<file path="src/design/go_back_n_sender_window_defines.svh">
// assertion macros for the go-back-n sender window
// used by gbn_ctrl; expects i_clk and i_rst_n in the including module
`ifndef GO_BACK_N_SENDER_WINDOW_DEFINES_SVH
`define GO_BACK_N_SENDER_WINDOW_DEFINES_SVH

// same-cycle implication, held off during reset
`define GBN_ASSERT_IMP(lbl, ante, cons, msg) \
    lbl: assert property (@(posedge i_clk) disable iff (!i_rst_n) (ante) |-> (cons)) \
        else $error(msg);

// next-cycle implication, held off during reset
`define GBN_ASSERT_NXT(lbl, ante, cons, msg) \
    lbl: assert property (@(posedge i_clk) disable iff (!i_rst_n) (ante) |=> (cons)) \
        else $error(msg);

`endif

</file>
<file path="src/design/gbn_pkg.sv">
// shared constants, types and helper functions of the go-back-n sender window
// no dependencies
package gbn_pkg;

    localparam int SEQ_COUNT = 16;
    localparam int SEQ_W     = $clog2(SEQ_COUNT);
    localparam int ACK_W     = SEQ_W + 1;
    localparam int WIN_W     = 4;
    localparam int TMO_W     = 8;
    localparam int PKT_W     = 16;
    localparam int OP_W      = 2;
    localparam int DATA_W    = 32;
    localparam int ADDR_W    = 3;
    localparam int REG_IDX_W = 1;

    localparam logic [WIN_W-1:0] WINDOW_RESET  = WIN_W'(8);
    localparam logic [TMO_W-1:0] TIMEOUT_RESET = TMO_W'(20);

    localparam logic [REG_IDX_W-1:0] REG_WINDOW  = REG_IDX_W'(0);
    localparam logic [REG_IDX_W-1:0] REG_TIMEOUT = REG_IDX_W'(1);

    typedef enum logic [OP_W-1:0] {
        OP_SEND = 2'd0,
        OP_ACK  = 2'd1,
        OP_POLL = 2'd2
    } t_op;

    typedef enum logic [1:0] {
        S_IDLE = 2'b01,
        S_EXEC = 2'b10
    } t_state;

    typedef struct packed {
        logic capture;
        logic commit;
    } t_dp_cmd;

    // window clamped to one below the sequence space
    function automatic logic [SEQ_W-1:0] eff_window(input logic [WIN_W-1:0] ws);
        if (int'(ws) > SEQ_COUNT - 1) begin
            return SEQ_W'(SEQ_COUNT - 1);
        end
        return SEQ_W'(ws);
    endfunction

    // forward distance from one sequence number to another, modulo the space
    function automatic logic [SEQ_W-1:0] seq_dist(input logic [SEQ_W-1:0] from_seq,
                                                  input logic [SEQ_W-1:0] to_seq);
        logic [SEQ_W:0] d;
        d = {1'b0, to_seq} + (SEQ_W+1)'(SEQ_COUNT) - {1'b0, from_seq};
        if (d >= (SEQ_W+1)'(SEQ_COUNT)) begin
            d = d - (SEQ_W+1)'(SEQ_COUNT);
        end
        return d[SEQ_W-1:0];
    endfunction

    function automatic logic [SEQ_W-1:0] seq_inc(input logic [SEQ_W-1:0] s);
        if (s == SEQ_W'(SEQ_COUNT - 1)) begin
            return '0;
        end
        return s + SEQ_W'(1);
    endfunction

endpackage

</file>
<file path="src/design/gbn_cfg.sv">
// configuration registers (window size, timeout limit) behind the apb-style port
// depends on gbn_pkg
module gbn_cfg (
    input  logic                        i_clk,
    input  logic                        i_rst_n,
    input  logic                        psel,
    input  logic                        penable,
    input  logic                        pwrite,
    input  logic [gbn_pkg::ADDR_W-1:0]  paddr,
    input  logic [gbn_pkg::DATA_W-1:0]  pwdata,
    output logic [gbn_pkg::DATA_W-1:0]  prdata,
    output logic                        pready,
    output logic [gbn_pkg::WIN_W-1:0]   o_window_size,
    output logic [gbn_pkg::TMO_W-1:0]   o_timeout_limit
);
    import gbn_pkg::*;

    logic [WIN_W-1:0]     r_window_size;
    logic [TMO_W-1:0]     r_timeout_limit;
    logic [REG_IDX_W-1:0] reg_idx;
    logic                 wr_en;

    assign reg_idx = paddr[ADDR_W-1:2];
    assign wr_en   = psel && penable && pwrite;
    assign pready  = 1'b1;

    always_ff @(posedge i_clk) begin
        if (!i_rst_n) begin
            r_window_size   <= WINDOW_RESET;
            r_timeout_limit <= TIMEOUT_RESET;
        end else if (wr_en) begin
            unique case (reg_idx)
                REG_WINDOW:  r_window_size   <= pwdata[WIN_W-1:0];
                REG_TIMEOUT: r_timeout_limit <= pwdata[TMO_W-1:0];
                default: ;
            endcase
        end
    end

    always_comb begin
        prdata = '0;
        unique case (reg_idx)
            REG_WINDOW:  prdata = DATA_W'(r_window_size);
            REG_TIMEOUT: prdata = DATA_W'(r_timeout_limit);
            default:     prdata = '0;
        endcase
    end

    assign o_window_size   = r_window_size;
    assign o_timeout_limit = r_timeout_limit;

endmodule

</file>
<file path="src/design/gbn_dp.sv">
// datapath: window state, event evaluation and result register
// depends on gbn_pkg; driven by gbn_ctrl commands
module gbn_dp (
    input  logic                        i_clk,
    input  logic                        i_rst_n,
    input  gbn_pkg::t_dp_cmd            i_cmd,
    input  logic [gbn_pkg::OP_W-1:0]    i_operation,
    input  logic [gbn_pkg::ACK_W-1:0]   i_ack_value,
    input  logic [gbn_pkg::WIN_W-1:0]   i_window_size,
    input  logic [gbn_pkg::TMO_W-1:0]   i_timeout_limit,
    output logic                        o_sent,
    output logic [gbn_pkg::SEQ_W-1:0]   o_sent_seq,
    output logic [gbn_pkg::PKT_W-1:0]   o_packet_index,
    output logic                        o_timeout_fired,
    output logic [gbn_pkg::SEQ_W-1:0]   o_window_base
);
    import gbn_pkg::*;

    // captured event
    logic [OP_W-1:0]      r_op;
    logic [ACK_W-1:0]     r_ack;

    // window state
    logic [SEQ_COUNT-1:0] r_free_map, n_free_map;
    logic [SEQ_W-1:0]     r_base_seq, n_base_seq;
    logic [SEQ_W-1:0]     r_next_seq, n_next_seq;
    logic [PKT_W-1:0]     r_pkt_count, n_pkt_count;
    logic [TMO_W-1:0]     r_idle_count, n_idle_count;

    // result register
    logic                 r_sent, n_sent;
    logic [SEQ_W-1:0]     r_sent_seq, n_sent_seq;
    logic [PKT_W-1:0]     r_packet_index, n_packet_index;
    logic                 r_timeout_fired, n_timeout_fired;

    logic [SEQ_W-1:0]     win;
    logic [SEQ_W-1:0]     outstanding;
    logic [SEQ_W-1:0]     ack_idx;
    logic [SEQ_W-1:0]     ack_off;
    logic                 ack_ok;
    logic [TMO_W:0]       idle_inc;
    logic [SEQ_COUNT-1:0] ack_mask;
    logic [SEQ_COUNT-1:0] tmo_mask;
    logic [SEQ_COUNT-1:0] reset_map;

    assign win         = eff_window(i_window_size);
    assign outstanding = seq_dist(r_base_seq, r_next_seq);
    assign ack_idx     = SEQ_W'(r_ack - ACK_W'(1));
    assign ack_off     = seq_dist(r_base_seq, ack_idx);
    assign ack_ok      = (r_ack >= ACK_W'(1)) && (r_ack <= ACK_W'(SEQ_COUNT))
                         && (ack_off < outstanding);
    assign idle_inc    = {1'b0, r_idle_count} + (TMO_W+1)'(1);

    // per-entry masks from distance to base
    always_comb begin
        for (int j = 0; j < SEQ_COUNT; j++) begin
            ack_mask[j]  = seq_dist(r_base_seq, SEQ_W'(j)) <= ack_off;
            tmo_mask[j]  = seq_dist(r_base_seq, SEQ_W'(j)) < win;
            reset_map[j] = j < int'(eff_window(WINDOW_RESET));
        end
    end

    always_comb begin
        n_free_map      = r_free_map;
        n_base_seq      = r_base_seq;
        n_next_seq      = r_next_seq;
        n_pkt_count     = r_pkt_count;
        n_idle_count    = r_idle_count;
        n_sent          = 1'b0;
        n_sent_seq      = '0;
        n_packet_index  = '0;
        n_timeout_fired = 1'b0;
        case (t_op'(r_op))
            OP_SEND: begin
                if (outstanding < win && r_free_map[r_next_seq]) begin
                    n_sent                 = 1'b1;
                    n_sent_seq             = r_next_seq;
                    n_packet_index         = r_pkt_count;
                    n_free_map[r_next_seq] = 1'b0;
                    n_next_seq             = seq_inc(r_next_seq);
                    n_pkt_count            = r_pkt_count + PKT_W'(1);
                end
            end
            OP_ACK: begin
                n_idle_count = '0;
                if (ack_ok) begin
                    n_free_map = r_free_map | ack_mask;
                    n_base_seq = seq_inc(ack_idx);
                end
            end
            OP_POLL: begin
                if (idle_inc > {1'b0, i_timeout_limit}) begin
                    n_timeout_fired = 1'b1;
                    n_free_map      = r_free_map | tmo_mask;
                    n_pkt_count     = r_pkt_count - PKT_W'(outstanding);
                    n_next_seq      = r_base_seq;
                    n_idle_count    = '0;
                end else begin
                    n_idle_count = idle_inc[TMO_W-1:0];
                end
            end
            default: ;
        endcase
    end

    always_ff @(posedge i_clk) begin
        if (!i_rst_n) begin
            r_free_map   <= reset_map;
            r_base_seq   <= '0;
            r_next_seq   <= '0;
            r_pkt_count  <= '0;
            r_idle_count <= '0;
        end else if (i_cmd.commit) begin
            r_free_map   <= n_free_map;
            r_base_seq   <= n_base_seq;
            r_next_seq   <= n_next_seq;
            r_pkt_count  <= n_pkt_count;
            r_idle_count <= n_idle_count;
        end
    end

    always_ff @(posedge i_clk) begin
        if (i_cmd.capture) begin
            r_op  <= i_operation;
            r_ack <= i_ack_value;
        end
        if (i_cmd.commit) begin
            r_sent          <= n_sent;
            r_sent_seq      <= n_sent_seq;
            r_packet_index  <= n_packet_index;
            r_timeout_fired <= n_timeout_fired;
        end
    end

    assign o_sent          = r_sent;
    assign o_sent_seq      = r_sent_seq;
    assign o_packet_index  = r_packet_index;
    assign o_timeout_fired = r_timeout_fired;
    assign o_window_base   = r_base_seq;

endmodule

</file>
<file path="src/design/gbn_ctrl.sv">
// controller: two-state sequencer and result-valid flag
// depends on gbn_pkg and go_back_n_sender_window_defines.svh
`include "go_back_n_sender_window_defines.svh"

module gbn_ctrl (
    input  logic              i_clk,
    input  logic              i_rst_n,
    input  logic              i_in_valid,
    output logic              o_in_stall,
    output logic              o_out_valid,
    input  logic              i_out_stall,
    output gbn_pkg::t_dp_cmd  o_cmd
);
    import gbn_pkg::*;

    t_state r_state, n_state;
    logic   r_out_valid, n_out_valid;
    logic   in_accept;
    logic   out_free;
    logic   commit;

    assign in_accept = i_in_valid && (r_state == S_IDLE);
    assign out_free  = !r_out_valid || !i_out_stall;
    assign commit    = (r_state == S_EXEC) && out_free;

    always_comb begin
        n_state = r_state;
        unique case (r_state)
            S_IDLE: if (in_accept) n_state = S_EXEC;
            S_EXEC: if (out_free) n_state = S_IDLE;
            default: n_state = S_IDLE;
        endcase
    end

    always_comb begin
        if (commit) begin
            n_out_valid = 1'b1;
        end else if (!i_out_stall) begin
            n_out_valid = 1'b0;
        end else begin
            n_out_valid = r_out_valid;
        end
    end

    always_ff @(posedge i_clk) begin
        if (!i_rst_n) begin
            r_state     <= S_IDLE;
            r_out_valid <= 1'b0;
        end else begin
            r_state     <= n_state;
            r_out_valid <= n_out_valid;
        end
    end

    assign o_in_stall    = (r_state != S_IDLE);
    assign o_out_valid   = r_out_valid;
    assign o_cmd.capture = in_accept;
    assign o_cmd.commit  = commit;

    `GBN_ASSERT_NXT(a_accept_to_exec, in_accept, r_state == S_EXEC, "accepted item not executed")
    `GBN_ASSERT_NXT(a_commit_shows, commit, r_out_valid && r_state == S_IDLE, "commit lost")
    `GBN_ASSERT_IMP(a_no_overwrite, r_out_valid && i_out_stall, !commit, "waiting result overwritten")

endmodule

</file>
<file path="src/design/go_back_n_sender_window.sv">
// top level of the go-back-n sender window
// depends on gbn_pkg, gbn_cfg, gbn_dp, gbn_ctrl
//
// usage:
//   input channel (i_in_valid / o_in_stall) carries one event per transfer:
//   a send request, an ack with its wire value (sequence plus one), or a poll
//   on which no ack came in. every event yields exactly one result transfer
//   on the output channel (o_out_valid / i_out_stall): sent flag, sent
//   sequence, packet index, timeout flag and the window base after the event.
//   an accepted event is captured, then evaluated in the execute step, and its
//   result is registered there and held valid until taken; the capture/execute
//   sequencer in gbn_ctrl takes no new event until the execute step is done.
//   o_in_stall is high only while in the execute step, so a new event is taken
//   while the previous result still waits in the output register.
//   when the receiver stalls and a result is still held, the execute step
//   waits with the captured event until the output register frees up.
//   reset (synchronous, active low) sets window size 8, timeout limit 20,
//   base, next sequence, packet index and idle count to zero and marks the
//   first window entries free; no result is pending after reset.
//   configuration: window size at byte address 0, timeout limit at 4; write
//   only while no event is in flight.
module go_back_n_sender_window (
    input  logic                        i_clk,
    input  logic                        i_rst_n,
    // event channel
    input  logic                        i_in_valid,
    output logic                        o_in_stall,
    input  logic [gbn_pkg::OP_W-1:0]    i_operation,
    input  logic [gbn_pkg::ACK_W-1:0]   i_ack_value,
    // result channel
    output logic                        o_out_valid,
    input  logic                        i_out_stall,
    output logic                        o_sent,
    output logic [gbn_pkg::SEQ_W-1:0]   o_sent_seq,
    output logic [gbn_pkg::PKT_W-1:0]   o_packet_index,
    output logic                        o_timeout_fired,
    output logic [gbn_pkg::SEQ_W-1:0]   o_window_base,
    // configuration port
    input  logic                        psel,
    input  logic                        penable,
    input  logic                        pwrite,
    input  logic [gbn_pkg::ADDR_W-1:0]  paddr,
    input  logic [gbn_pkg::DATA_W-1:0]  pwdata,
    output logic [gbn_pkg::DATA_W-1:0]  prdata,
    output logic                        pready
);
    import gbn_pkg::*;

    // command path from sequencer to datapath
    t_dp_cmd          cmd;
    // live configuration values
    logic [WIN_W-1:0] window_size;
    logic [TMO_W-1:0] timeout_limit;

    // register file behind the apb-style port
    gbn_cfg u_cfg (
        .i_clk           (i_clk),
        .i_rst_n         (i_rst_n),
        .psel            (psel),
        .penable         (penable),
        .pwrite          (pwrite),
        .paddr           (paddr),
        .pwdata          (pwdata),
        .prdata          (prdata),
        .pready          (pready),
        .o_window_size   (window_size),
        .o_timeout_limit (timeout_limit)
    );

    // capture/execute sequencer and output-valid flag
    gbn_ctrl u_ctrl (
        .i_clk       (i_clk),
        .i_rst_n     (i_rst_n),
        .i_in_valid  (i_in_valid),
        .o_in_stall  (o_in_stall),
        .o_out_valid (o_out_valid),
        .i_out_stall (i_out_stall),
        .o_cmd       (cmd)
    );

    // window state, event evaluation and result register
    gbn_dp u_dp (
        .i_clk           (i_clk),
        .i_rst_n         (i_rst_n),
        .i_cmd           (cmd),
        .i_operation     (i_operation),
        .i_ack_value     (i_ack_value),
        .i_window_size   (window_size),
        .i_timeout_limit (timeout_limit),
        .o_sent          (o_sent),
        .o_sent_seq      (o_sent_seq),
        .o_packet_index  (o_packet_index),
        .o_timeout_fired (o_timeout_fired),
        .o_window_base   (o_window_base)
    );

endmodule

</file>
<file path="config.mk">
export PLATFORM = sky130hd
export DESIGN_NAME = go_back_n_sender_window
export DESIGN_NICKNAME = d
export VERILOG_FILES = /design/src/design/gbn_pkg.sv /design/src/design/gbn_cfg.sv /design/src/design/gbn_dp.sv /design/src/design/gbn_ctrl.sv /design/src/design/go_back_n_sender_window.sv
export VERILOG_INCLUDE_DIRS = /design/src /design/src/design
export SDC_FILE = /design/constraint.sdc
export NUM_CORES = 1
export LEC_CHECK = 0
export BUFFER_PORTS_ARGS = -buffer_cell sky130_fd_sc_hd__buf_2
export CAP_MARGIN = 20
export CORE_UTILIZATION = 25
export DETAILED_ROUTE_END_ITERATION = 16
export SLEW_MARGIN = 20
export SYNTH_ARGS = -nofsm -noshare
export SYNTH_HDL_FRONTEND = slang
export SYNTH_HIERARCHICAL = 1
export SYNTH_SLANG_ARGS = --single-unit
export TNS_END_PERCENT = 50
</file>
<file path="constraint.sdc">
create_clock -name i_clk -period 10.1 [get_ports i_clk]
set_input_delay 0.505 -clock i_clk [delete_from_list [all_inputs] [get_ports i_clk]]
set_output_delay 0.505 -clock i_clk [all_outputs]
set_load 0.05 [all_outputs]
</file>
==> results of run 1 <==
## final timing paths
path | from | to | slack (ps) | depth (start not counted)
worst max register to register | u_dp/o_window_base[1] | u_dp/r_pkt_count[15] | 5320 | 14
worst max-delay path | u_dp/o_window_base[1] | u_dp/r_pkt_count[15] | 5320 | 14
worst min register to register | u_dp/r_pkt_count[9] | u_dp/r_pkt_count[9] | 470 | 2
worst min-delay path | i_ack_value[1] | u_dp/r_ack[1] | 330 | 1
## metal layers
layer / up-vias / global-route usage [%]
met5: - / 0
met4: 0 / 3.16
met3: 10 / 1.97
met2: 119 / 18.5
met1: 2659 / 16.5
li1: 2949 / -
## power groups by stage
stage	Clock [mW]	Combinational (mW)	Sequential, mW
floorplan	0	0.141	0.397
global route	0.367	0.193	0.390
finish	0.345	0.174	0.389
CTS	0.357	0.173	0.389
detailed placement	0	0.172	0.398
global placement	0	0.169	0.398
## cell type report
| cell class | count | area, µm² |
|---|---|---|
| Fill cell | 3063 | 20500 |
| Clock inverter | 7 | 77.6 |
| Clock buffer | 9 | 225 |
| Timing Repair Buffer | 66 | 350 |
| Multi-Input combinational cell | 630 | 4640 |
| Inverter | 55 | 206 |
| Tap cell | 384 | 480 |
| Sequential cell | 92 | 2130 |
## sequential cells by signal, indices dropped and copies added (netlist names), 4 cells and up
| signal | cells |
|---|---|
| u_dp/o_packet_index | 16 |
| u_dp/o_window_base | 4 |
| u_dp/r_pkt_count | 16 |
| u_dp/r_ack | 5 |
| u_cfg/o_window_size | 4 |
| u_dp/r_idle_count | 8 |
| u_cfg/o_timeout_limit | 8 |
| u_dp/o_sent_seq | 4 |
| u_dp/r_next_seq | 4 |
| u_dp/r_free_map | 16 |
## cells by family (layout without fill, tap and decap cells)
kind of cell | Yosys count | in the layout | synth area share (%)
buffers and inverters | 114 | 137 | 8.12
flip-flops | 92 | 92 | 29.3
adder cells (fa/ha/maj) | 110 | 110 | 19.1
AO/OA/AOI/OAI | 214 | 214 | 19.2
other | 2 | 25 | 0.103
AND/OR/NAND/NOR | 220 | 220 | 15.6
multiplexers | 25 | 25 | 4.22
XOR/XNOR | 36 | 36 | 4.34
## metrics by stage
stage | area, µm² | setup slack (ps) | power, mW | instances
floorplan | 7360 | 5940 | 0.538 | 836
global placement | 7800 | 5370 | 0.567 | 1226
detailed placement | 7800 | 5280 | 0.570 | 1226
CTS | 8100 | 5260 | 0.919 | 1242
global route | 8110 | 4970 | 0.949 | 1243
finish | 8110 | 5320 | 0.908 | 1243
## synth_stat cells, drive strengths merged (3+ instances only)
master,n
and4,4
a211oi,8
a31oi,13
a41o,5
a21oi,76
mux2i,16
xor2,20
nand4,4
nor2,46
fa,4
nand2,72
nor3,11
inv,54
nand2b,4
dfxtp,63
edfxtp,29
or3,5
a21boi,4
o21bai,5
a211o,3
and3,7
nor2b,18
nand3,15
ha,99
o22ai,3
buf,44
mux2,5
o21ai,31
o211ai,5
nand3b,4
a311oi,7
xnor2,16
clkbuf,15
maj3,7
a21o,25
mux4,4
and2,20
o21a,8
==> results.yml, run 1 <==
worst_setup_path:
  max_stage_delay_ps: 600
  path_class: "reg -> reg"
  crit_arrival_ps: 5060
  end_kind: "flip-flop"
  path_cells: "inv_1, ha_1, nor2b_1, o21a_1, or3_1, nand2_1, ha_1, o21a_1, or3b_2, nor2_2, o21bai_1, buf_4, or3_1, a21oi_1"
  cp-start-kind: "flip-flop"
  worst_path_max_delay_cell: "dfxtp_1"
  worstPathMaxFanout: 18
  cp_top_family: "simple AND/OR/NAND/NOR gates"
  crit_buf_inv: 2
  cp.required_ps: 10380
synth:
  syn_area_um2: 7270
  synthTopCellsByArea: "dfxtp_1 17%, ha_1 17%, edfxtp_1 12%"
  ys_types: 76
  syn_avg_cell_area_um2: 8.94
  yosysWarnings: 6
  synth_ff_type: "dfxtp_1"
  ys_seq_area_share_pct: 29.3
  synth_seq_cells: 92
  synthCells: 813
  synth_edf_count: 29
  yosysTopAreaCell: "dfxtp_1"
  synth_top_area_share_pct: 17.3
  async_flop_share_pct: 0
clocking:
  cts_resized: 0
  post-cts-setup-buffers: 0
  clk_latency_ps: 350
  clk_path_buf_depth: 2
  cts_sinks: 92
  cts-buffers-inserted: 9
  htree_levels: 3
  cts.clk_slew.worst_paths_ps: 70
  cts_root_buf: "clkbuf_16"
  hold_buffers: 0
  cts_tree: "yes"
route:
  drt-met1-wl_um: 8800
  top_layer: "met4"
  wl_um: 17300
  vias_per_cell: 4.62
  drt_iter0_drc: 394
  route.met3.wl_um: 714
  avgRoutedWirePerCell_um: 13.9
  firstDrtPassIters: 5
  final_antenna_net_count: 0
  met2_length_um: 7570
  drc: 0
  vias: 5737
layout:
  final_util_pct: 28.3
  area_growth_pct: 11.5
  mostFrequentLayoutCells: "99 x ha_1, 75 x a21oi_1, 72 x nand2_1, 63 x dfxtp_1, 58 x buf_2"
  final_common_cell: "ha_1"
  layout-drive-gt1-share_pct: 12.8
  antenna_cells: 0
  finalNetCount: 1006
power:
  power_density_nw_per_um2: 112
  clock_power_share_pct: 38.0
  seq_power_share_pct: 42.9
  p_switching_mw: 0.291
  peakVddDrop_mv: 0.0626
  p_leak_nw: 3.55
  p_sw_share_pct: 32.1
  comb_power_share_pct: 19.1
  p_int_mw: 0.617
sta:
  period_share_pct: 47.3
  skew_ps: 15.6
  setup_viol_count_final: 0
  hold_slack_ps: 326
  hold_violations: 0
  rsz0062_at_grt: "no"
  clock.fmax_ghz: 0.209
  fin_setup_tns_ps: 0
  min_period_ps: 4780
  tightest_slew_ps: 852
  slew_headroom_pct: 42.9
  drv_slew: 0
global_route:
  grt_overflow: 0
  grt_pass1_vias: 5402
  grt_pass1_wl_um: 28300
  grt_max_degree: 41
  antenna_found_initial: 0
  grt.total_usage_pct: 11.7
place:
  hpwl_um: 12700
  port_buffers: 58
  place_congestion: 0.831
floorplanning:
  die_h_um: 173
  coreArea_um2: 28600
  die_area_um2: 29800
  rows: 62
  io_pins: 110
  die_w_um: 173
  initial_utilization_pct: 25.4
outcome:
  status: "finished, final reports clean"
run:
  drv_cap: 0
min_path:
  hp-class: "in -> reg"
No activity file was read; power rests on OpenSTA's default activity.
==> run 2: changes to the inputs <==
==> constraint.sdc (replaced) <==
create_clock -name i_clk -period 4.4 [get_ports i_clk]
set_input_delay 0.22 -clock i_clk [delete_from_list [all_inputs] [get_ports i_clk]]
set_output_delay 0.22 -clock i_clk [all_outputs]
set_load 0.05 [all_outputs]
==> run 2 against run 1 <==
Via count grew 2.0%. Combinational power up 130%. Critical path depth is 1 lower. Sequential cell count unchanged. Worst hold slack got worse by 280 ps. Clock skew fell by 3.6 ps. Global-route usage hardly changed. Highest routed layer unchanged.
==> results.yml, run 2 (synthesized netlist as in run 1, its figures left out) <==
worst_setup_path:
  path_depth: 13
  crit_arrival_ps: 4240
  cp-start-kind: "flip-flop"
  max_stage_delay_ps: 500
  reg2reg_slack_ps: 400
  endpoint: "u_dp/r_free_map[5]"
  worst_path_max_delay_cell: "fa_1"
  cp_top_family: "adder cells"
  r2r_start: "u_dp/r_ack[0]"
  crit_buf_inv: 3
  path_cells: "inv_1, ha_1, inv_1, fa_1, ha_1, a21o_1, a21o_1, o32ai_1, nand2_1, a2111oi_4, buf_4, and4_1, a31oi_1"
  r2r_end: "u_dp/r_free_map[5]"
  end_kind: "flip-flop"
  startpoint: "u_dp/r_ack[0]"
  r2r_cells: 13
  worstPathMaxFanout: 21
  cp.required_ps: 4630
  path_class: "reg -> reg"
clocking:
  hold_buffers: 0
  clk_latency_ps: 360
  cts_root_buf: "clkbuf_16"
  clk_path_buf_depth: 2
  cts_resized: 0
  cts-buffers-inserted: 9
  post-cts-setup-buffers: 0
  cts.clk_slew.worst_paths_ps: 70
  htree_levels: 3
  cts_tree: "yes"
  cts_sinks: 92
floorplanning:
  rows: 62
  die_area_um2: 29800
  die_w_um: 173
  io_pins: 110
  initial_utilization_pct: 25.4
  coreArea_um2: 28600
  die_h_um: 173
sta:
  clock.fmax_ghz: 0.250
  hold_slack_ps: 44.1
  drv_slew: 0
  hold_violations: 0
  tightest_slew_ps: 711
  skew_ps: 12.1
  period_share_pct: 90.9
  fin_setup_tns_ps: 0
  setup_viol_count_final: 0
  rsz0062_at_grt: "no"
  slew_headroom_pct: 52.4
  min_period_ps: 4000
outcome:
  status: "finished, final reports clean"
route:
  vias_per_cell: 4.66
  drc: 0
  firstDrtPassIters: 5
  drt_iter0_drc: 407
  wl_um: 17200
  final_antenna_net_count: 0
  vias: 5850
  avgRoutedWirePerCell_um: 13.7
layout:
  finalNetCount: 1018
  antenna_cells: 0
  layout-drive-gt1-share_pct: 14.1
  area_growth_pct: 12.7
  final_common_cell: "ha_1"
  mostFrequentLayoutCells: "99 x ha_1, 75 x a21oi_1, 72 x nand2_1, 63 x dfxtp_1, 58 x buf_2"
power:
  p_leak_nw: 3.60
  power_density_nw_per_um2: 252
  peakVddDrop_mv: 0.234
global_route:
  grt_pass1_wl_um: 28300
  grt_overflow: 0
  grt_max_degree: 38
  grt.total_usage_pct: 11.8
  grt_pass1_vias: 5515
  antenna_found_initial: 0
place:
  place_congestion: 0.838
  hpwl_um: 12800
  port_buffers: 58
run:
  drv_cap: 0
min_path:
  hp-class: "in -> reg"
-- run 2: worst min path at each step --
| stage | start | endpoint | slack, ps | cells after the start |
|---|---|---|---|---|
| floorplan | i_rst_n | u_ctrl/r_state[0] | 300 | 1 |
| finish | i_ack_value[2] | u_dp/r_ack[2] | 40 | 1 |
| CTS | i_ack_value[4] | u_dp/r_ack[4] | 40 | 1 |
| detailed placement | i_ack_value[4] | u_dp/r_ack[4] | 410 | 1 |
| global placement | i_ack_value[3] | u_dp/r_ack[3] | 410 | 1 |
| global route | i_ack_value[0] | u_dp/r_ack[0] | 40 | 1 |
-- run 2: stage by stage --
| step | setup WS, ps | cell area, µm² | utilization, % | power [mW] | instances |
|---|---|---|---|---|---|
| 3_3_place_gp | 469 | 7900 | 27.6 | 1.31 | 1239 |
| 5_1_grt | 162 | 8190 | 28.6 | 2.17 | 1255 |
| 2_1_floorplan | 241 | 7360 | - | 1.23 | 836 |
| 3_5_place_dp | 455 | 7900 | 27.6 | 1.31 | 1239 |
| 4_1_cts | 414 | 8190 | 28.6 | 2.10 | 1255 |
| 6_report | 399 | 8190 | 28.6 | 2.07 | 1255 |
-- run 2: metal layers --
metal	wire, µm	share of wire, %	vias up	GRT usage [%]
li1	-	-	2959	-
met1	8610	50	2741	16.3
met4	181	1.1	0	3.39
met2	7570	44	139	18.8
met5	0	0	-	0
met3	857	5.0	11	1.83
-- run 2: area by class of cell --
| class | instances | area (µm²) |
|---|---|---|
| Fill cell | 3027 | 20400 |
| Multi-Input combinational cell | 630 | 4640 |
| Inverter | 55 | 206 |
| Timing Repair Buffer | 78 | 440 |
| Clock buffer | 9 | 225 |
| Sequential cell | 92 | 2130 |
| Tap cell | 384 | 480 |
| Clock inverter | 7 | 67.6 |
-- run 2: report_power, final --
part | internal [mW] | switching [mW]
clock | 0.397 | 0.374
sequential | 0.883 | 0.0106
combinational | 0.135 | 0.267
==> run 3: changes to the inputs <==
--- a/config.mk
+++ b/config.mk
@@ -6,10 +6,10 @@
 export SDC_FILE = /design/constraint.sdc
 export NUM_CORES = 1
 export LEC_CHECK = 0
-export BUFFER_PORTS_ARGS = -buffer_cell sky130_fd_sc_hd__buf_2
 export CAP_MARGIN = 20
 export CORE_UTILIZATION = 25
 export DETAILED_ROUTE_END_ITERATION = 16
+export DONT_BUFFER_PORTS = 1
 export SLEW_MARGIN = 20
 export SYNTH_ARGS = -nofsm -noshare
 export SYNTH_HDL_FRONTEND = slang
==> run 3 against run 2 <==
First-iteration DRC count decreased by 26%. Highest routed layer unchanged. Die area unchanged. Largest power group unchanged. Critical path depth unchanged. Global-route usage about the same. Routed wire length about the same. Sequential share of layout area increased by 0.67 points.
==> results.yml, run 3 (synthesized netlist as in run 1, its figures left out) <==
place:
  placed_area_um2: 7600
  place_congestion: 0.813
  hpwl_um: 12800
  port_buffers: 0
floorplanning:
  die_area_um2: 29800
  die_w_um: 173
  io_pins: 110
  rows: 62
  initial_utilization_pct: 25.4
  coreArea_um2: 28600
  die_h_um: 173
layout:
  area_growth_pct: 9.88
  final_common_cell: "ha_1"
  layout-drive-gt1-share_pct: 7.56
  finalNetCount: 967
  multi_input_area_um2: 4640
  ff_latch_area_um2: 2130
  final.fill_count: 3029
  mostFrequentLayoutCells: "99 x ha_1, 75 x a21oi_1, 72 x nand2_1, 63 x dfxtp_1, 54 x inv_1"
  final_util_pct: 27.9
  antenna_cells: 0
  final_area_um2: 7990
power:
  p_int_mw: 1.46
  peakVddDrop_mv: 0.194
  p_switching_mw: 0.616
  p_sw_share_pct: 29.7
  comb_power_share_pct: 18.5
  clock_power_share_pct: 38.2
  power_density_nw_per_um2: 260
  p_leak_nw: 3.37
  seq_power_share_pct: 43.3
worst_setup_path:
  reg2reg_slack_ps: 370
  path_class: "reg -> reg"
  worstPathMaxFanout: 21
  cp.required_ps: 4620
  crit_arrival_ps: 4250
  end_kind: "flip-flop"
  cp-start-kind: "flip-flop"
sta:
  hold_violations: 0
  clock.fmax_ghz: 0.248
  slew_headroom_pct: 37.8
  period_share_pct: 91.6
  fin_setup_tns_ps: 0
  tightest_slew_ps: 930
  rsz0062_at_grt: "no"
  setup_viol_count_final: 0
  drv_slew: 0
  skew_ps: 8.53
  min_period_ps: 4030
clocking:
  cts_tree: "yes"
  htree_levels: 3
  cts-buffers-inserted: 9
  clk_latency_ps: 350
  cts_root_buf: "clkbuf_16"
  cts_resized: 0
  post-cts-setup-buffers: 0
  cts.clk_slew.worst_paths_ps: 70
  clk_path_buf_depth: 2
  cts_sinks: 92
global_route:
  grt_pass1_wl_um: 28300
  grt.total_usage_pct: 11.7
  grt_max_degree: 37
  antenna_found_initial: 0
  grt_pass1_vias: 5495
  grt_overflow: 0
route:
  avgRoutedWirePerCell_um: 14.3
  final_antenna_net_count: 0
  vias_per_cell: 4.73
  vias: 5697
  drt_iter0_drc: 303
  drc: 0
  firstDrtPassIters: 5
  wl_um: 17200
outcome:
  status: "finished, final reports clean"
min_path:
  hp-class: "in -> reg"
run:
  drv_cap: 0
[run 3: area by class of cell]
cell class                 count  share of cell area [%]
clock buffer                   9                    2.82
sequential                    92                    26.7
multi-input combinational    630                    58.1
timing repair buffer          27                    2.82
tap                          384                    6.02
clock inverter                 7                   0.924
inverter                      55                    2.58
[run 3: power by group through the flow]
stage / Sequential (mW) / Combinational (mW) / Clock, mW
2_1_floorplan: 0.912 / 0.323 / 0
6_report: 0.898 / 0.383 / 0.792
4_1_cts: 0.898 / 0.383 / 0.820
5_1_grt: 0.899 / 0.424 / 0.849
3_3_place_gp: 0.917 / 0.366 / 0
3_5_place_dp: 0.917 / 0.373 / 0
[run 3: layer usage]
layer | global-route usage, % | wire length (µm)
met5 | 0 | 0
met4 | 3.46 | 173
met3 | 2.03 | 674
met2 | 18.8 | 7800
met1 | 16.0 | 8550
[run 3: final timing paths]
path                            cells past startpoint                       end           startpoint
worst max-delay path                               13        u_dp/r_free_map[6]        u_dp/r_ack[0]
worst min-delay path                                2  u_cfg/o_timeout_limit[3]            pwdata[3]
worst max register to register                     13        u_dp/r_free_map[6]        u_dp/r_ack[0]
worst min register to register                      2       u_dp/r_pkt_count[9]  u_dp/r_pkt_count[9]
[run 3: through the flow]
stage | std cells | hold slack, ps | setup slack [ps] | power (mW)
final | 1204 | 13.7 | 369 | 2.07
after global routing | 1204 | 15.4 | 110 | 2.17
after CTS | 1204 | 1.27 | 405 | 2.10
after detailed placement | 1179 | 316 | 442 | 1.29
after global placement | 1179 | 308 | 476 | 1.28
after floorplan | 836 | 300 | 241 | 1.23
[run 3: what timing repair did]
| action | 4_1_cts | 5_1_grt |
|---|---|---|
| hold endpoints to repair | 10 | 0 |
| endpoints found under the setup margin | 0 | 0 |
| hold buffers | 9 | 0 |
[run 3: critical path, cell delays in order, from the launching register on]
cell       delay, ps
edfxtp_1         480
inv_1            140
ha_1             390
inv_1            180
fa_1             470
ha_1             310
a21o_1           160
a21o_1           180
o32ai_1          320
nand2_1          170
a2111oi_4        360
buf_4            310
and4_1           320
a21oi_1           90
